**src/hdl/l234hc_pkg.sv**
```systemverilog
// Shared constants, result codes and the result record of the header classifier.
// Used by l234hc_parser and l2_l3_l4_header_classifier; depends on nothing.
`default_nettype none

package l234hc_pkg;

    // Frame length limit and the widths that follow from it
    localparam int MAX_FRAME_BYTES = 16384;
    localparam int IDX_W           = $clog2(MAX_FRAME_BYTES + 1);
    localparam int OFF_W           = 14;
    // Header end can run one extension header (up to 2048 bytes) and a TCP header past the limit
    localparam int HEND_RAW_W      = $clog2(MAX_FRAME_BYTES + 2048 + 64 + 1);
    localparam int HEND_W          = (HEND_RAW_W > OFF_W) ? HEND_RAW_W : OFF_W + 1;
    localparam int CMP_W           = HEND_W + 1;

    localparam logic [OFF_W-1:0] OFF_MAX = {OFF_W{1'b1}};

    // Verdict codes
    localparam logic [2:0] V_ACCEPT     = 3'd0;
    localparam logic [2:0] V_TRUNCATED  = 3'd1;
    localparam logic [2:0] V_NOT_IP     = 3'd2;
    localparam logic [2:0] V_BAD_NH     = 3'd3;
    localparam logic [2:0] V_WRONG_PORT = 3'd4;
    localparam logic [2:0] V_TOO_LONG   = 3'd5;

    // Transport kinds
    localparam logic [1:0] KIND_NONE = 2'd0;
    localparam logic [1:0] KIND_UDP  = 2'd1;
    localparam logic [1:0] KIND_TCP  = 2'd2;

    // Protocol numbers and EtherTypes
    localparam logic [7:0]  PROTO_HOPOPT  = 8'd0;
    localparam logic [7:0]  PROTO_TCP     = 8'd6;
    localparam logic [7:0]  PROTO_UDP     = 8'd17;
    localparam logic [7:0]  PROTO_ROUTING = 8'd43;
    localparam logic [7:0]  PROTO_FRAG    = 8'd44;
    localparam logic [7:0]  PROTO_AH      = 8'd51;
    localparam logic [15:0] ETYPE_IPV4    = 16'h0800;
    localparam logic [15:0] ETYPE_IPV6    = 16'h86DD;

    localparam logic [15:0] PORT_RESET = 16'd53;

    localparam int RESULT_W = 3 + 2 + OFF_W;
    localparam int TDATA_W  = ((RESULT_W + 7) / 8) * 8;

    typedef struct packed {
        logic [2:0]       verdict;
        logic [1:0]       kind;
        logic [OFF_W-1:0] offset;
    } result_t;

endpackage

`default_nettype wire

```
**src/hdl/l2_l3_l4_header_classifier.sv**
```systemverilog
// Top level: stream ports, input stage, result register and the port register.
// Depends on l234hc_pkg and l234hc_parser.
// Throughput: one frame byte per cycle, with no gaps between frames, while the input stage does not stall.
// The final byte is held in the input register; when it moves on, the parser's verdict is loaded
//   into the result register, which drives m_tvalid.
// The input stage stalls only when a final byte meets a result still waiting on m_tready.
// Reset: asynchronous, clears the frame state and the stages; the port register resets to 53.
`default_nettype none

module l2_l3_l4_header_classifier
(
    input  wire logic                             clk,
    input  wire logic                             rst_n,
    // frame byte stream
    input  wire logic                             s_tvalid,
    output      logic                             s_tready,
    input  wire logic [7:0]                       s_tdata,   // [7:0] frame_byte
    input  wire logic                             s_tlast,   // last_byte
    // verdict stream
    output      logic                             m_tvalid,
    input  wire logic                             m_tready,
    output      logic [l234hc_pkg::TDATA_W-1:0]   m_tdata,   // [2:0] verdict, [4:3] transport_kind,
                                                             // [18:5] payload_offset, rest zero
    // port register write
    input  wire logic                             cfg_valid,
    output      logic                             cfg_ready,
    input  wire logic [15:0]                      cfg_data   // wanted_source_port
);
    import l234hc_pkg::*;

    logic        in_valid_reg;
    logic [7:0]  in_byte_reg;
    logic        in_last_reg;
    logic        out_valid_reg;
    result_t     out_res_reg;
    logic [15:0] port_reg;
    logic        advance;
    result_t     res;

    // Move the held byte on unless its result would land on a full output
    assign advance   = in_valid_reg && (!in_last_reg || !out_valid_reg || m_tready);
    assign s_tready  = !in_valid_reg || advance;
    assign cfg_ready = 1'b1;
    assign m_tvalid  = out_valid_reg;
    assign m_tdata   = {(TDATA_W - RESULT_W)'(0), out_res_reg.offset,
                        out_res_reg.kind, out_res_reg.verdict};

    l234hc_parser u_parser
    (
        .clk         (clk),
        .rst_n       (rst_n),
        .take        (advance),
        .frame_byte  (in_byte_reg),
        .last_byte   (in_last_reg),
        .wanted_port (port_reg),
        .res         (res)
    );

    // Control: input stage, result stage and the port register
    always_ff @(posedge clk or negedge rst_n)
    begin
        if (!rst_n)
        begin
            in_valid_reg  <= 1'b0;
            out_valid_reg <= 1'b0;
            port_reg      <= PORT_RESET;
        end
        else
        begin
            if (s_tready)
                in_valid_reg <= s_tvalid;
            if (advance && in_last_reg)
                out_valid_reg <= 1'b1;
            else if (m_tready)
                out_valid_reg <= 1'b0;
            if (cfg_valid)
                port_reg <= cfg_data;
        end
    end

    // Payload: capture the byte and the finished verdict
    always_ff @(posedge clk)
    begin
        if (s_tready && s_tvalid)
        begin
            in_byte_reg <= s_tdata;
            in_last_reg <= s_tlast;
        end
        if (advance && in_last_reg)
            out_res_reg <= res;
    end

    // A result appears only after a final byte was processed
    a_res_from_last: assert property (@(posedge clk) disable iff (!rst_n)
        $rose(out_valid_reg) |-> $past(advance && in_last_reg))
        else $error("result raised without a final byte");

    // Only an accepted frame carries a payload offset
    a_offset_zero: assert property (@(posedge clk) disable iff (!rst_n)
        (out_valid_reg && out_res_reg.verdict != V_ACCEPT) |-> out_res_reg.offset == '0)
        else $error("payload offset set on a rejected frame");

    // Verdict codes stay within the defined set
    a_verdict_range: assert property (@(posedge clk) disable iff (!rst_n)
        out_valid_reg |-> out_res_reg.verdict <= V_TOO_LONG)
        else $error("verdict code out of range");

endmodule

`default_nettype wire

```
**src/hdl/l234hc_parser.sv**
```systemverilog
// Per-frame parse state and the one-byte step of the header walk.
// Depends on l234hc_pkg for widths, codes and result_t.
`default_nettype none

module l234hc_parser
(
    input  wire logic                clk,
    input  wire logic                rst_n,
    input  wire logic                take,
    input  wire logic [7:0]          frame_byte,
    input  wire logic                last_byte,
    input  wire logic [15:0]         wanted_port,
    output l234hc_pkg::result_t      res
);
    import l234hc_pkg::*;

    // Parse phases
    localparam logic [3:0] PH_ETH      = 4'd0;
    localparam logic [3:0] PH_IP4      = 4'd1;
    localparam logic [3:0] PH_IP6      = 4'd2;
    localparam logic [3:0] PH_EXT_HEAD = 4'd3;
    localparam logic [3:0] PH_EXT_SKIP = 4'd4;
    localparam logic [3:0] PH_UDP      = 4'd5;
    localparam logic [3:0] PH_TCP_HEAD = 4'd6;
    localparam logic [3:0] PH_TCP_REST = 4'd7;
    localparam logic [3:0] PH_DONE     = 4'd8;

    logic [IDX_W-1:0]  idx_reg,   idx_next;
    logic [3:0]        phase_reg, phase_next;
    logic [HEND_W-1:0] hend_reg,  hend_next;
    logic [7:0]        proto_reg, proto_next;
    logic [15:0]       top_reg,   top_next;
    logic [2:0]        verd_reg,  verd_next;
    logic [1:0]        kind_reg,  kind_next;

    // One byte of the header walk
    always_comb
    begin
        logic [CMP_W-1:0] ic;
        logic [CMP_W-1:0] hc;
        logic             disp;
        logic             enter;
        logic             fin;
        logic [3:0]       nib;
        logic [11:0]      ext_len;
        logic [2:0]       v;

        idx_next   = idx_reg;
        phase_next = phase_reg;
        hend_next  = hend_reg;
        proto_next = proto_reg;
        top_next   = top_reg;
        verd_next  = verd_reg;
        kind_next  = kind_reg;
        disp       = 1'b0;
        enter      = 1'b0;
        fin        = 1'b0;
        nib        = 4'd0;
        ext_len    = 12'd0;
        ic         = CMP_W'(idx_reg);
        hc         = CMP_W'(hend_reg);
        v          = V_TRUNCATED;
        res        = '0;

        if (ic >= CMP_W'(MAX_FRAME_BYTES))
        begin
            verd_next  = V_TOO_LONG;
            phase_next = PH_DONE;
        end
        else
        begin
            idx_next = idx_reg + IDX_W'(1);
            case (phase_reg)
                PH_ETH:
                begin
                    if (ic == CMP_W'(12))
                        top_next = {frame_byte, 8'd0};
                    if (ic == CMP_W'(13))
                    begin
                        top_next = {top_reg[15:8], frame_byte};
                        if (top_next == ETYPE_IPV4)
                            phase_next = PH_IP4;
                        else if (top_next == ETYPE_IPV6)
                        begin
                            phase_next = PH_IP6;
                            hend_next  = HEND_W'(54);
                        end
                        else
                        begin
                            verd_next  = V_NOT_IP;
                            phase_next = PH_DONE;
                        end
                    end
                end
                PH_IP4:
                begin
                    nib = frame_byte[3:0];
                    if (ic == CMP_W'(14) && nib < 4'd5)
                    begin
                        verd_next  = V_BAD_NH;
                        phase_next = PH_DONE;
                    end
                    else
                    begin
                        if (ic == CMP_W'(14))
                            hend_next = HEND_W'(14) + HEND_W'({nib, 2'b00});
                        if (ic == CMP_W'(23))
                            proto_next = frame_byte;
                        if (ic + CMP_W'(1) == CMP_W'(hend_next))
                        begin
                            if (proto_next == PROTO_TCP || proto_next == PROTO_UDP)
                                enter = 1'b1;
                            else
                            begin
                                verd_next  = V_BAD_NH;
                                phase_next = PH_DONE;
                            end
                        end
                    end
                end
                PH_IP6:
                begin
                    if (ic == CMP_W'(20))
                        proto_next = frame_byte;
                    disp = (ic + CMP_W'(1) == hc);
                end
                PH_EXT_HEAD:
                begin
                    if (ic == hc)
                        top_next = {8'd0, frame_byte};
                    else if (ic == hc + CMP_W'(1))
                    begin
                        if (proto_reg == PROTO_AH)
                            ext_len = {({2'b00, frame_byte} + 10'd2), 2'b00};
                        else
                            ext_len = {({1'b0, frame_byte} + 9'd1), 3'b000};
                        hend_next  = HEND_W'(hc + CMP_W'(ext_len));
                        proto_next = top_reg[7:0];
                        phase_next = PH_EXT_SKIP;
                    end
                end
                PH_EXT_SKIP:
                begin
                    disp = (ic + CMP_W'(1) == hc);
                end
                PH_UDP:
                begin
                    if (ic + CMP_W'(8) == hc)
                        top_next = {frame_byte, 8'd0};
                    if (ic + CMP_W'(7) == hc)
                        top_next = {top_reg[15:8], frame_byte};
                    fin = 1'b1;
                end
                PH_TCP_HEAD:
                begin
                    nib = frame_byte[7:4];
                    if (ic + CMP_W'(20) == hc)
                        top_next = {frame_byte, 8'd0};
                    if (ic + CMP_W'(19) == hc)
                        top_next = {top_reg[15:8], frame_byte};
                    if (ic + CMP_W'(8) == hc)
                    begin
                        if (nib < 4'd5)
                        begin
                            verd_next  = V_BAD_NH;
                            phase_next = PH_DONE;
                        end
                        else
                        begin
                            hend_next  = hend_reg - HEND_W'(20) + HEND_W'({nib, 2'b00});
                            phase_next = PH_TCP_REST;
                        end
                    end
                end
                PH_TCP_REST:
                begin
                    fin = 1'b1;
                end
                default:
                begin
                end
            endcase

            // Choose the next header after IPv6 or an extension header
            if (disp)
            begin
                if (proto_next == PROTO_TCP || proto_next == PROTO_UDP)
                    enter = 1'b1;
                else if (proto_next == PROTO_HOPOPT || proto_next == PROTO_ROUTING ||
                         proto_next == PROTO_FRAG || proto_next == PROTO_AH)
                    phase_next = PH_EXT_HEAD;
                else
                begin
                    verd_next  = V_BAD_NH;
                    phase_next = PH_DONE;
                end
            end

            // Step into the transport header that starts at the current header end
            if (enter)
            begin
                if (proto_next == PROTO_UDP)
                begin
                    kind_next  = KIND_UDP;
                    hend_next  = hend_next + HEND_W'(8);
                    phase_next = PH_UDP;
                end
                else
                begin
                    kind_next  = KIND_TCP;
                    hend_next  = hend_next + HEND_W'(20);
                    phase_next = PH_TCP_HEAD;
                end
            end

            // Judge the source port on the last transport header byte
            if (fin && ic + CMP_W'(1) == hc)
            begin
                verd_next  = (top_next == wanted_port) ? V_ACCEPT : V_WRONG_PORT;
                phase_next = PH_DONE;
            end
        end

        // Build the verdict on the final byte and clear the frame state
        if (last_byte)
        begin
            v = (phase_next == PH_DONE) ? verd_next : V_TRUNCATED;
            res.verdict = v;
            res.kind    = kind_next;
            if (v == V_ACCEPT)
                res.offset = (hend_next > HEND_W'(OFF_MAX)) ? OFF_MAX : OFF_W'(hend_next);
            idx_next   = '0;
            phase_next = PH_ETH;
            hend_next  = HEND_W'(14);
            proto_next = 8'd0;
            top_next   = 16'd0;
            verd_next  = V_ACCEPT;
            kind_next  = KIND_NONE;
        end
    end

    // Advance the frame state on each byte taken
    always_ff @(posedge clk or negedge rst_n)
    begin
        if (!rst_n)
        begin
            idx_reg   <= '0;
            phase_reg <= PH_ETH;
            hend_reg  <= HEND_W'(14);
            proto_reg <= 8'd0;
            top_reg   <= 16'd0;
            verd_reg  <= V_ACCEPT;
            kind_reg  <= KIND_NONE;
        end
        else if (take)
        begin
            idx_reg   <= idx_next;
            phase_reg <= phase_next;
            hend_reg  <= hend_next;
            proto_reg <= proto_next;
            top_reg   <= top_next;
            verd_reg  <= verd_next;
            kind_reg  <= kind_next;
        end
    end

    // A settled frame stays settled until its final byte
    a_done_holds: assert property (@(posedge clk) disable iff (!rst_n)
        (phase_reg == PH_DONE && !(take && last_byte)) |=> phase_reg == PH_DONE)
        else $error("parse phase left done before the final byte");

    // The byte counter never runs past the frame limit
    a_idx_sat: assert property (@(posedge clk) disable iff (!rst_n)
        CMP_W'(idx_reg) <= CMP_W'(MAX_FRAME_BYTES))
        else $error("byte counter ran past the frame limit");

endmodule

`default_nettype wire
```
**config.mk**
```make
export PLATFORM = sky130hd
export DESIGN_NAME = l2_l3_l4_header_classifier
export DESIGN_NICKNAME = d
export VERILOG_FILES = /design/src/hdl/l234hc_pkg.sv /design/src/hdl/l2_l3_l4_header_classifier.sv /design/src/hdl/l234hc_parser.sv
export SDC_FILE = /design/constraint.sdc
export NUM_CORES = 1
export LEC_CHECK = 0
export ABC_AREA = 1
export BUFFER_PORTS_ARGS = -buffer_cell sky130_fd_sc_hd__buf_2
export CORE_MARGIN = 3
export CORE_UTILIZATION = 40
export DETAILED_ROUTE_END_ITERATION = 8
export PLACE_DENSITY = 0.66
export SLEW_MARGIN = 5
export SYNTH_ARGS = -nofsm -noshare
export SYNTH_HDL_FRONTEND = slang
export SYNTH_HIERARCHICAL = 1
export SYNTH_SLANG_ARGS = --single-unit
```
**constraint.sdc**
```tcl
create_clock -name clk -period 3.7 [get_ports clk]
set_clock_uncertainty 0.15 [all_clocks]
set_input_delay 0.555 -clock clk [delete_from_list [all_inputs] [get_ports clk]]
set_output_delay 0.555 -clock clk [all_outputs]
set_load 0.005 [all_outputs]
```
Word-level counts from Yosys, hierarchy flattened
Index checks and enable logic that the tools add are counted.
{"block": "classes", "eq_ne": 33, "n_reduce_logical": 24, "addsub": 15, "magnitude_cmp": 4, "muxes": 102}
{"cell": "$mux 15", "n": 19}
{"cell": "$mux 16", "n": 10}
{"cell": "$eq 16x15->1", "n": 6}
{"cell": "$mux 8", "n": 11}
{"cell": "$mux 4", "n": 17}
{"cell": "$pmux 16 s4", "n": 1}
{"cell": "$mux 12", "n": 5}
{"cell": "$pmux 15 s4", "n": 1}
{"cell": "$mux 3", "n": 16}
{"cell": "$eq 15x4->1 const B", "n": 3}
{"cell": "$add 15x1->16 const B", "n": 2}
{"cell": "$add 15x5->16 const B", "n": 2}
{"cell": "$eq 8x6->1 const B", "n": 4}
{"cell": "$eq 15x5->1 const B", "n": 2}
{"cell": "$pmux 8 s3", "n": 1}
{"cell": "$add 15x3->16 const B", "n": 1}
{"cell": "$add 15x4->16 const B", "n": 1}
{"cell": "$eq 15x16->1", "n": 1}
{"cell": "$eq 16x12->1 const B", "n": 1}
{"cell": "$eq 16x16->1", "n": 1}
{"cell": "$eq 16x16->1 const B", "n": 1}
{"cell": "$eq 4x3->1 const B", "n": 4}
{"cell": "$eq 8x3->1 const B", "n": 2}
{"cell": "$eq 8x5->1 const B", "n": 2}
{"cell": "other kinds (31)", "n": 64}
{"block": "word_totals", "inputBits": 30, "reg_bits": 109, "out_inout_bits": 27, "word_cells": 193}

Logic depth before layout (Yosys ltp)
{"block": "depth", "ltp_word": 22, "ltp_mapped": 33, "depth_no_buf": 32}

Cells and area by module
The synthesis kept the hierarchy.
{"module": "l234hc_parser", "n_inst": 1, "cells_per_inst": 2421, "seq_area_each_um2": 1580.3, "area_per_inst_um2": 12871.1}
{"module": "l2_l3_l4_header_classifier", "n_inst": 1, "cells_per_inst": 117, "seq_area_each_um2": 1296.2, "area_per_inst_um2": 1649.1}

Worst setup path after synthesis
Ideal clock, no wire load.
{"block": "synth_path", "path_type": "reg-to-reg", "startpoint": "register in_byte_reg[6]", "endpoint": "register out_res_reg (netlist bit m_tdata[14]), data pin", "setup_time_ns": 0.253, "synth_period_minus_slack_ns": 3.902, "required_ns": 3.297, "arrival_ns": 3.499, "path_stages_with_launch": 30, "path_slack_ns": -0.202, "n_path_buf": 2, "path_cell_list": "edfxtp_1 -> clkbuf_1 -> inv_1 -> clkbuf_1 -> nor3_1 -> nand2_1 -> xor2_1 -> o21ai_0 -> inv_1 -> ha_1 -> nand2_1 -> inv_1 -> a21oi_1 -> nand3_1 -> nand2_1 -> nand2_1 -> nand4_1 -> nand3_1 -> nand4_1 -> nand2_1 -> inv_1 -> nand2_1 -> nor3_1 -> nand3_1 -> nand2_1 -> nand3_1 -> nand2_2 -> inv_4 -> nor2_1 -> nor2_1"}
{"block": "synth_via", "elab_chain_len": 21, "word_cells_on_any_way": 101, "classes_between": "6 x add/sub; 2 x order compare; 11 x eq/ne; 74 x mux; 8 x reduce/logical"}
{"element": "from (decl)", "line": "l2_l3_l4_header_classifier.sv:32", "rtl": "logic [7:0] in_byte_reg;"}
{"element": "from (signal assigned)", "line": "l2_l3_l4_header_classifier.sv:86", "rtl": "in_byte_reg <= s_tdata;"}
{"element": "parallel branches: the longest is 21 deep, another holds $add 15x12->15"}
{"element": "to (signal assigned)", "line": "l2_l3_l4_header_classifier.sv:90", "rtl": "out_res_reg <= res;"}
{"element": "to (decl)", "line": "l2_l3_l4_header_classifier.sv:35", "rtl": "result_t out_res_reg;"}
Parallel ways; which one is timed is not known. The select of a mux whose other input is x is not followed.
A chain may end at the register's enable or synchronous reset.

Worst setup path after layout
{"block": "layout_path", "startpoint": "register in_byte_reg[1]", "endpoint": "register out_res_reg (netlist bit m_tdata[10]), data pin"}
Same word-level chain as after synthesis.

==> flow_metrics.tcl <==
set metrics [dict create \
    grt_usage_pct 35.3 \
    drt-vias-per-instance 5.49 \
    clkLatencyLatePin_ps 390 \
    core.rowCount 69 \
    finalSetupTns_ps -12090 \
    start_util_pct 40.7 \
    area_growth_pct 47.2 \
    synth_cell_types 56 \
    yosys.area_share.simple_pct 49.0 \
    finalSetupViolations 40 \
    final_area_um2 21400 \
    wl_mm 70.1 \
    seq_power_share_pct 9.6 \
    r2r_setup_slack_ps -510 \
    grt_max_degree 54 \
    power.total_uw 19300 \
    avgSynthCellArea_um2 5.72 \
    ant_nets 0 \
    cp.required_ps 3700 \
    portBuffers 50 \
    timing_worst_slew_pin_value_ps 907 \
    min_period_over_period_pct 114 \
    hold_buffers 0 \
    slew_violations 0 \
    cts_tree "done" \
    synth_cells 2538 \
    syn_area_um2 14500 \
    die_area_um2 38600 \
    p_int_uw 8920 \
    powerDensity_nw_per_um2 904 \
    routedWlPerCell_um 19.4 \
    max_freq_mhz 237 \
    synth_fa_ha_area_share_pct 4.93 \
    layout.nets 3230 \
    async_reset_ff_share_pct 74.3 \
    grt_pass1_vias 18700 \
    io_pins 57 \
    fp.dieW_um 197 \
    ys_seq_elements 109 \
    synth-xor-area-share_pct 3.26 \
    critPathArrivalTime_ps 4210 \
    fill_cells 3495 \
    drt_iter0_markers 2359 \
    swShare_pct 53.9 \
    synth_top_family_by_area "simple AND/OR/NAND/NOR gates" \
    antenna_found_initial 0 \
    synth-compound-area-share_pct 11.5 \
    clockPowerShare_pct 5.3 \
    r2r-start "in_byte_reg[1]" \
    drive_gt1_share_pct 34.3 \
    cpMaxStageDelayCell "edfxtp_1" \
    placed_cell_area_um2 19300 \
    grt_first_pass_wirelength_mm 106 \
    hold_viol_final 0 \
    slowest_delay_ps 550 \
    layout_setup_ws_ps -511 \
    dieHeight_um 197 \
    cp_max_fo 6 \
    post-route-drc-count 0 \
    yosysWarnings 6 \
    start_kind "flop" \
    largest_reg_flops 19 \
    synth_edf_count 28 \
    synth_seq_area_share_pct 19.8 \
    cts.sinks 109 \
    rsz0062_at_grt "yes" \
    violations "setup timing" \
    globalplace.congestion 1.03 \
    numCtsBuffers 9 \
    synth.area.mux_share_pct 0 \
    p_leak_uw 0.0109 \
    most-common-layout-cells "nand2_1 (768), buf_4 (592), nand3_1 (266), inv_1 (243), nor2_1 (217)" \
    hp-class "input pin to async pin" \
    pwr-share-comb_pct 85.2 \
    dp_hpwl_mm 55.2 \
    p_sw_uw 10400 \
    period_minus_slack_ps 4210 \
    peakVddDrop_uv 761 \
    critPathKind "flop to flop" \
    final-seq-area_um2 2880 \
    crit_top_cell "nand2_1" \
    multiInputGateArea_um2 11300 \
    firstDrtPassIters 6 \
    clockBufferDepth 2 \
    slew_headroom_pct 39.5 \
    globalRoute.totalOverflow 0 \
    clk_pin_slew_worst_paths_ps 90 \
    max_cap_violations 0 \
    cts_root_buffer "clkbuf_16" \
    cts.htree.levels 3 \
    core_area_um2 35700 \
    synthFlopType "dfrtp_1" \
    num_vias 19800 \
    antenna_cells 0 \
    end_kind "flop" \
    status "complete, but fails checks" \
    cp-startpoint "in_byte_reg[1]" \
    layout_commonest_cell "nand2_1" \
]
-- power groups by stage --
stage	Combinational [µW]	Sequential [µW]	Clock (µW)
after floorplan	7690	1720	0
after global placement	13800	1840	0
after detailed placement	13900	1840	0
after CTS	15200	1830	1040
after global routing	17800	1870	1070
final	16500	1850	1020
-- path summary, 6_finish.rpt --
| path | end | cells past startpoint |
|---|---|---|
| setup / recovery | m_tdata[10] | 26 |
| hold / removal | u_parser/proto_reg[3] | 1 |
| setup reg to reg | m_tdata[10] | 26 |
| hold reg to reg | port_reg[4] | 2 |
| max in group asynchronous | port_reg[0] | 2 |
| min in group clk | in_byte_reg[1] | 1 |
-- cell type report --
type / count / share of cell area [%]
clock buffer: 12 / 1.15
timing repair inverter: 1 / 0.0351
inverter: 308 / 5.52
multi-input combinational: 2039 / 52.6
clock inverter: 4 / 0.135
sequential: 109 / 13.5
timing repair buffer: 676 / 24.3
tap: 461 / 2.70
-- timing repair --
item / CTS / global route
gates cloned: 3 / 0
gates resized for setup: 218 / 155
endpoints found under the setup margin: 41 / 41
pin swaps: 51 / 72
endpoints found under the hold margin: 0 / 0
buffers inserted: 33 / 24
-- cells in the mapped netlist, types with 10 or more instances --
library cell	instances	area (µm²)
ha_1	54	676
inv_1	267	1000
nand3_1	293	1470
nand2_1	845	3170
nand2_2	28	175
nand3b_1	14	105
buf_2	23	115
inv_2	30	113
nor3_1	36	180
dfrtp_1	74	1850
edfxtp_1	28	841
buf_6	10	113
nor2_1	268	1010
buf_4	18	135
o21ai_1	10	50.1
nand4_1	63	394
clkbuf_1	35	131
o22ai_1	56	350
nor4_1	14	87.6
nor2_2	24	150
a21oi_1	68	340
xor2_1	45	394
o21ai_0	127	636
-- critical path, delay by kind of cell, from the launching register on --
family          cells  cell delay (ps)
fa+ha+maj           2              600
compound gates      2              220
xor+xnor            1              190
simple gates       17             1770
flops               1              550
buf+inv             4              510
-- per-stage QoR --
step | util, % | std cells | worst slack, ps | hold slack (ps)
global route | 60.0 | 3610 | -680 | 163
global placement | 54.1 | 3535 | -787 | 316
finish | 60.0 | 3610 | -511 | 99.0
CTS | 58.0 | 3587 | -349 | 166
detailed placement | 54.1 | 3535 | -755 | 321
floorplan | - | 2542 | 6.77 | 109
-- per-layer routing --
| metal | track usage (%) | routed length, µm | vias up |
|---|---|---|---|
| met2 | 56.6 | 31100 | 985 |
| met1 | 48.0 | 29600 | 9136 |
| met5 | 0 | 0 | - |
| met4 | 14.4 | 3460 | 0 |
| met3 | 5.09 | 5910 | 219 |
| li1 | - | - | 9478 |
-- kinds of logic (layout without fill, tap and decap cells) --
family / after synthesis / after routing
AND/OR/NAND/NOR: 1623 / 1624
flip-flops: 109 / 109
XOR/XNOR: 54 / 54
buffers and inverters: 395 / 1001
other: 2 / 6
adder cells (fa/ha/maj): 56 / 56
AO/OA/AOI/OAI: 299 / 299
Power figures use the tool's default switching activity.
